File: src/rtl/cae_pkg.sv
// Shared constants, types and arithmetic helpers for the curved ADSR envelope.
// Used by the channel interfaces, the interpolation unit and the top level.
package cae_pkg;

   // default curve depth, entries per segment table
   localparam int CURVE_DEPTH = 256;

   // field widths
   localparam int MODE_W     = 2;
   localparam int SEL_W      = 2;
   localparam int INDEX_W    = 8;
   localparam int Q15_W      = 16;
   localparam int PHASE_W    = 3;
   localparam int PROG_W     = 25;
   localparam int FRAC_W     = 24;
   localparam int CSR_IDX_W  = 2;
   localparam int CSR_DATA_W = 25;

   // fixed point units
   localparam logic [Q15_W-1:0]  ONE_Q15 = 16'd32768;
   localparam logic [PROG_W-1:0] ONE_Q24 = 25'd16777216;

   // item modes
   localparam logic [MODE_W-1:0] MODE_TICK  = 2'd0;
   localparam logic [MODE_W-1:0] MODE_GATE_ON  = 2'd1;
   localparam logic [MODE_W-1:0] MODE_GATE_OFF = 2'd2;
   localparam logic [MODE_W-1:0] MODE_WRITE = 2'd3;

   // curve table selects
   localparam logic [SEL_W-1:0] TBL_ATTACK  = 2'd0;
   localparam logic [SEL_W-1:0] TBL_DECAY   = 2'd1;
   localparam logic [SEL_W-1:0] TBL_RELEASE = 2'd2;

   // envelope phases as reported on the result channel
   localparam logic [PHASE_W-1:0] PH_IDLE    = 3'd0;
   localparam logic [PHASE_W-1:0] PH_ATTACK  = 3'd1;
   localparam logic [PHASE_W-1:0] PH_DECAY   = 3'd2;
   localparam logic [PHASE_W-1:0] PH_SUSTAIN = 3'd3;
   localparam logic [PHASE_W-1:0] PH_RELEASE = 3'd4;

   // configuration register indexes
   localparam logic [CSR_IDX_W-1:0] CSR_ATTACK_INC  = 2'd0;
   localparam logic [CSR_IDX_W-1:0] CSR_DECAY_INC   = 2'd1;
   localparam logic [CSR_IDX_W-1:0] CSR_RELEASE_INC = 2'd2;
   localparam logic [CSR_IDX_W-1:0] CSR_SUSTAIN     = 2'd3;

   // configuration reset values
   localparam logic [PROG_W-1:0] INC_RESET     = 25'd65536;
   localparam logic [Q15_W-1:0]  SUSTAIN_RESET = 16'd16384;

   // stage loads for the interpolation unit
   typedef struct packed {
      logic load_pos;
      logic load_prod0;
      logic load_shape;
   } cae_shape_ctrl_type;

   // clamp an 18-bit Q1.15 value to 1.0
   function automatic logic [Q15_W-1:0] sat_q15(input logic [17:0] v);
      logic [Q15_W-1:0] r;
      r = (v > 18'(ONE_Q15)) ? ONE_Q15 : v[Q15_W-1:0];
      return r;
   endfunction

   // rounded Q1.15 product: (a * b + 0.5) >> 15
   function automatic logic [17:0] q15_mul(input logic [Q15_W-1:0] a,
                                           input logic [Q15_W-1:0] b);
      logic [32:0] p;
      p = 33'(a) * 33'(b) + 33'd16384;
      return p[32:15];
   endfunction

endpackage

File: src/rtl/cae_shaper.sv
// Curve interpolation unit: table position, neighbor indexes and the
// two-product linear mix of the curve entries. Uses cae_pkg.
module cae_shaper #(
   parameter int CURVE_DEPTH = cae_pkg::CURVE_DEPTH
) (
   input  logic                                clock,
   input  cae_pkg::cae_shape_ctrl_type         ctrl,
   input  logic [cae_pkg::FRAC_W-1:0]          progress,
   input  logic [cae_pkg::Q15_W-1:0]           rd_data,
   output logic [$clog2(CURVE_DEPTH)-1:0]      index0,
   output logic [$clog2(CURVE_DEPTH)-1:0]      index1,
   output logic [cae_pkg::Q15_W-1:0]           shape
);

   localparam int IDX_W = $clog2(CURVE_DEPTH);
   localparam int POS_W = cae_pkg::FRAC_W + IDX_W;
   localparam int PROD_W = cae_pkg::Q15_W + cae_pkg::PROG_W;
   localparam int MIX_W = PROD_W + 1;
   localparam logic [IDX_W-1:0] LAST_IDX = IDX_W'(CURVE_DEPTH - 1);

   logic [POS_W-1:0]                  pos_ff, pos_in;
   logic [PROD_W-1:0]                 prod0_ff, prod0_in;
   logic [cae_pkg::Q15_W-1:0]         shape_ff, shape_in;
   logic [cae_pkg::FRAC_W-1:0]        frac;
   logic [cae_pkg::PROG_W-1:0]        frac_c;
   logic [MIX_W-1:0]                  mix;

   // scale progress onto the table: integer part indexes, low bits weight
   assign pos_in = POS_W'(progress) * POS_W'(LAST_IDX);
   assign index0 = pos_ff[POS_W-1:cae_pkg::FRAC_W];
   assign index1 = (index0 < LAST_IDX) ? index0 + IDX_W'(1) : index0;
   assign frac   = pos_ff[cae_pkg::FRAC_W-1:0];
   assign frac_c = cae_pkg::ONE_Q24 - {1'b0, frac};

   // weight the lower entry, then add the weighted upper entry and round
   assign prod0_in = PROD_W'(rd_data) * PROD_W'(frac_c);
   assign mix = MIX_W'(prod0_ff) + MIX_W'(PROD_W'(rd_data) * PROD_W'(frac))
              + MIX_W'(25'd8388608);
   assign shape_in = cae_pkg::sat_q15(mix[MIX_W-1 -: 18]);

   always_ff @(posedge clock) begin
      if (ctrl.load_pos) begin
         pos_ff <= pos_in;
      end
      if (ctrl.load_prod0) begin
         prod0_ff <= prod0_in;
      end
      if (ctrl.load_shape) begin
         shape_ff <= shape_in;
      end
   end

   assign shape = shape_ff;

endmodule
File: config.mk
export PLATFORM = sky130hd
export DESIGN_NAME = cae_shaper
export DESIGN_NICKNAME = d
export VERILOG_FILES = /design/src/rtl/cae_pkg.sv /design/src/rtl/cae_shaper.sv
export SDC_FILE = /design/constraint.sdc
export NUM_CORES = 2
export LEC_CHECK = 0
export BUFFER_PORTS_ARGS = -buffer_cell sky130_fd_sc_hd__buf_2
export CORE_ASPECT_RATIO = 1.25
export CORE_MARGIN = 4
export CORE_UTILIZATION = 40
export CTS_CLUSTER_DIAMETER = 30
export DETAILED_ROUTE_END_ITERATION = 7
export GPL_ROUTABILITY_DRIVEN = 0
export PLACE_DENSITY = 0.54
export SLEW_MARGIN = 5
export SYNTH_ARGS = -nofsm -noshare
export SYNTH_HDL_FRONTEND = slang
export SYNTH_SLANG_ARGS = --single-unit
File: constraint.sdc
create_clock -name clock -period 14.6 [get_ports clock]
set_input_delay 1.46 -clock clock [delete_from_list [all_inputs] [get_ports clock]]
set_output_delay 1.46 -clock clock [all_outputs]
set_load 0.02 [all_outputs]
==> impl_results.md <==
* RR Endpoint: prod0_ff[40]$_DFFE_PP_
* Critical path required time at 14720 ps
* Cells on worst reg2reg path at 31
* Clock buffer depth at 2
* Placed cell areas at 35200 µm²
* RSZ-0062 raised after global routing: no
* Post-Layout Inst Area at 35500 µm²
* Routed WL at around 90000 µm
* Hold Path End: prod0_ff[0]$_DFFE_PP_
* Area Overhead vs Synth at 5.40%
* Chip height at 332 µm
* Synthesis Warnings at 0
* IO buf count at 75
* Post-synth net total at between 4k and 5k
* Crit path max fanout at 19
* Initial Utilization at 0.405
* I/O pins at 76
* Synth top area cells: fa_1 (46%), ha_1 (11%), inv_1 (10%), edfxtp_1 (7.9%), nand2_1 (5.9%)
* Synth area leader: fa_1
* Pre-CTS setup slack at 4870 ps
* GRT Total Usage at 0.215
* DRT Pass-1 Iters at 5
* Max Cap Viol at 0
* Max-slew violations at 0
* Largest net degree at the start of global routing at 50
* Die width at 268 µm
* Vias in the first global route at 27.4k
* Synth Instances at 3643
* Crit path launch type: flop
* Post-cts sizing count at 0
* Hpwl dp at 70500 µm
* Synthesized area at 33700 µm²
* Critical R2R Launch: pos_ff[4]$_DFFE_PP_
* Core area at roughly 83000 µm²
* Avg Inst Size Synth at 9.24 µm²
* Worst Hold Depth at 1
* # rows at 118
* ANT nets after route at 0
* Clk slew on worst S/H paths at 80 ps
* Cts hold-fix bufs at 0
* H-tree depth at 3
* Nets at about 4.7k
* Seq cells post-synth at between 80 and 90
* Post-synthesis sequential area ratio at 0.0794
* Period utilization at 0.671
* Worst setup EP type: flop
* Worst setup startpoint: pos_ff[4]$_DFFE_PP_
* Clock Sinks at 89
* Routed WL per cell at approximately 19 µm
* Setup TNS at 0 ps
* Die Footprint at 88900 µm²
* Min-delay worst type: flop to flop
* Library cells used by synthesis at 74
* Max incr delay on CP at 930 ps
* Status: completed
* Skew-Pair Late Insertion Delay at slightly below 400 ps
* Final hold viol count at 0
* Yosys top cell area share at 0.461
* Setup WS post-layout at 4800 ps
* F_max at 102 MHz
* DR vias/cell at 5.07
* Post-synth EDFFs at 89
* WP data arrival at about 9900 ps
* Register-to-Register Setup Slack at 4800 ps
* Grt total ovfl at 0
* Max_slew headroom at 0.213
* DRC errors left at 0
* Slew of the pin with the lowest slew margin at 1180 ps
* Top FF cell, synth: edfxtp_1
* Hold_sp: pos_ff[0]$_DFFE_PP_
* Final-report setup violation count at 0
* Initial antenna violation count at 4
* Crit path time final at approximately 10000 ps
* Initial DRC count at 982
* Share of cells above drive strength 1 at 0.0478
* Async S/R FF share, synth at 0
* First-pass GRT wire length at 148000 µm
* Post-CTS setup buffer count at 0
* Fin Clk Skew at 13.3 ps
* CP dominant cell by count: fa_1
* CTS tree: yes
* Crit Path Class: flop to flop
* Clk root buf: clkbuf_16
* Slowest-stage cell, CP: nor4_1
* DR vias at about 24k
* Number of buffers created by CTS at 9
==> synth_stat cells (all sizes together), types with 6 or more instances <==
library cell / instances
xnor2: 65
inv: 927
ha: 298
a211o: 6
nor2: 51
nor2b: 11
buf: 12
o21bai: 9
and2: 288
nand2: 528
xor2: 30
a21o: 49
edfxtp: 89
nand4: 8
fa: 776
nand3: 31
o21ai: 41
clkbuf: 151
o211ai: 8
a21oi: 82
nand2b: 13
o21a: 17
nor4: 12
a211oi: 10
and3: 31
nor3: 21
==> per-stage QoR <==
step	hold WS (ps)	utilization	cells
2_1_floorplan	795	-	3643
3_3_place_gp	1020	0.424	4683
3_5_place_dp	1030	0.424	4683
4_1_cts	1050	0.427	4699
5_1_grt	1140	0.427	4699
6_report	1070	0.427	4700
==> worst max-delay path: cells and delay by family (launching register included) <==
family / cells / cell delay [ps]
buffers and inverters: 6 / 500
adder cells (fa/ha/maj): 7 / 3390
AO/OA/AOI/OAI: 8 / 1770
XOR/XNOR: 2 / 250
AND/OR/NAND/NOR: 8 / 2940
flip-flops: 1 / 680
==> metal layers <==
metal | GRT usage | wire (µm) | up-vias
met5 | 0 | 22 | -
li1 | - | - | 10700
met4 | 0.0796 | 4000 | 4
met3 | 0.0203 | 3070 | 170
met2 | 0.415 | 49000 | 550
met1 | 0.243 | 33600 | 12400
==> how the worst max path moves through the flow <==
stage / end / slack, ps / depth (start not counted)
after floorplan: prod0_ff[40]$_DFFE_PP_ / 5880 / 32
after global placement: prod0_ff[40]$_DFFE_PP_ / 5030 / 31
after detailed placement: prod0_ff[40]$_DFFE_PP_ / 4870 / 31
after CTS: prod0_ff[40]$_DFFE_PP_ / 4820 / 31
after global routing: prod0_ff[37]$_DFFE_PP_ / 4210 / 31
final: prod0_ff[40]$_DFFE_PP_ / 4800 / 31
==> layout by cell type (no fill, tap or decap), types with 5 or more instances in the layout <==
cell       Yosys  routed
a211o_1        6       6
a211oi_1      10      10
a21o_1        49      49
a21oi_1       81      81
and2_1       285     285
and3_1        30      30
buf_2          0      75
buf_4          8      48
clkbuf_16      0       9
edfxtp_1      89      89
fa_1         776     776
ha_1         298     298
inv_1        927     927
nand2_1      528     528
nand2b_1      13      13
nand3_1       31      31
nand4_1        8       8
nor2_1        51      51
nor2b_1       11      11
nor3_1        21      21
nor4_1        12      12
o211ai_1       7       7
o21a_1        17      17
o21ai_0       40      40
o21bai_1       9       9
o31ai_1        5       5
xnor2_1       65      58
xnor2_2        0       7
xor2_1        30      26
==> state kept, by name, indices dropped and copies added (netlist names) <==
name	cells
shape	16
pos_ff	32
prod0_ff	41
==> area by class of cell <==
cell class	instances	area [µm²]
Multi-Input combinational cell	2464	27000
Tap cell	1080	1350
Clock buffer	9	225
Clock inverter	7	62.6
Timing Repair Buffer	123	736
Antenna cell	1	2.50
Fill cell	8396	47600
Inverter	927	3480
Sequential cell	89	2670
==> kinds of logic (layout without fill, tap and decap cells) <==
logic type | count (synthesis) | after routing | synth area share
AO/OA/AOI/OAI | 270 | 270 | 0.0538
XOR/XNOR | 95 | 95 | 0.0247
adder cells (fa/ha/maj) | 1074 | 1074 | 0.572
buffers and inverters | 1090 | 1066 | 0.122
flip-flops | 89 | 89 | 0.0794
multiplexers | 4 | 4 | 0.00130
other | 0 | 1 | 0
AND/OR/NAND/NOR | 1021 | 1021 | 0.146
Power is left out: the tool's default activity adds up to more than one toggle a clock period on the data nets, which glitch-free logic cannot reach.
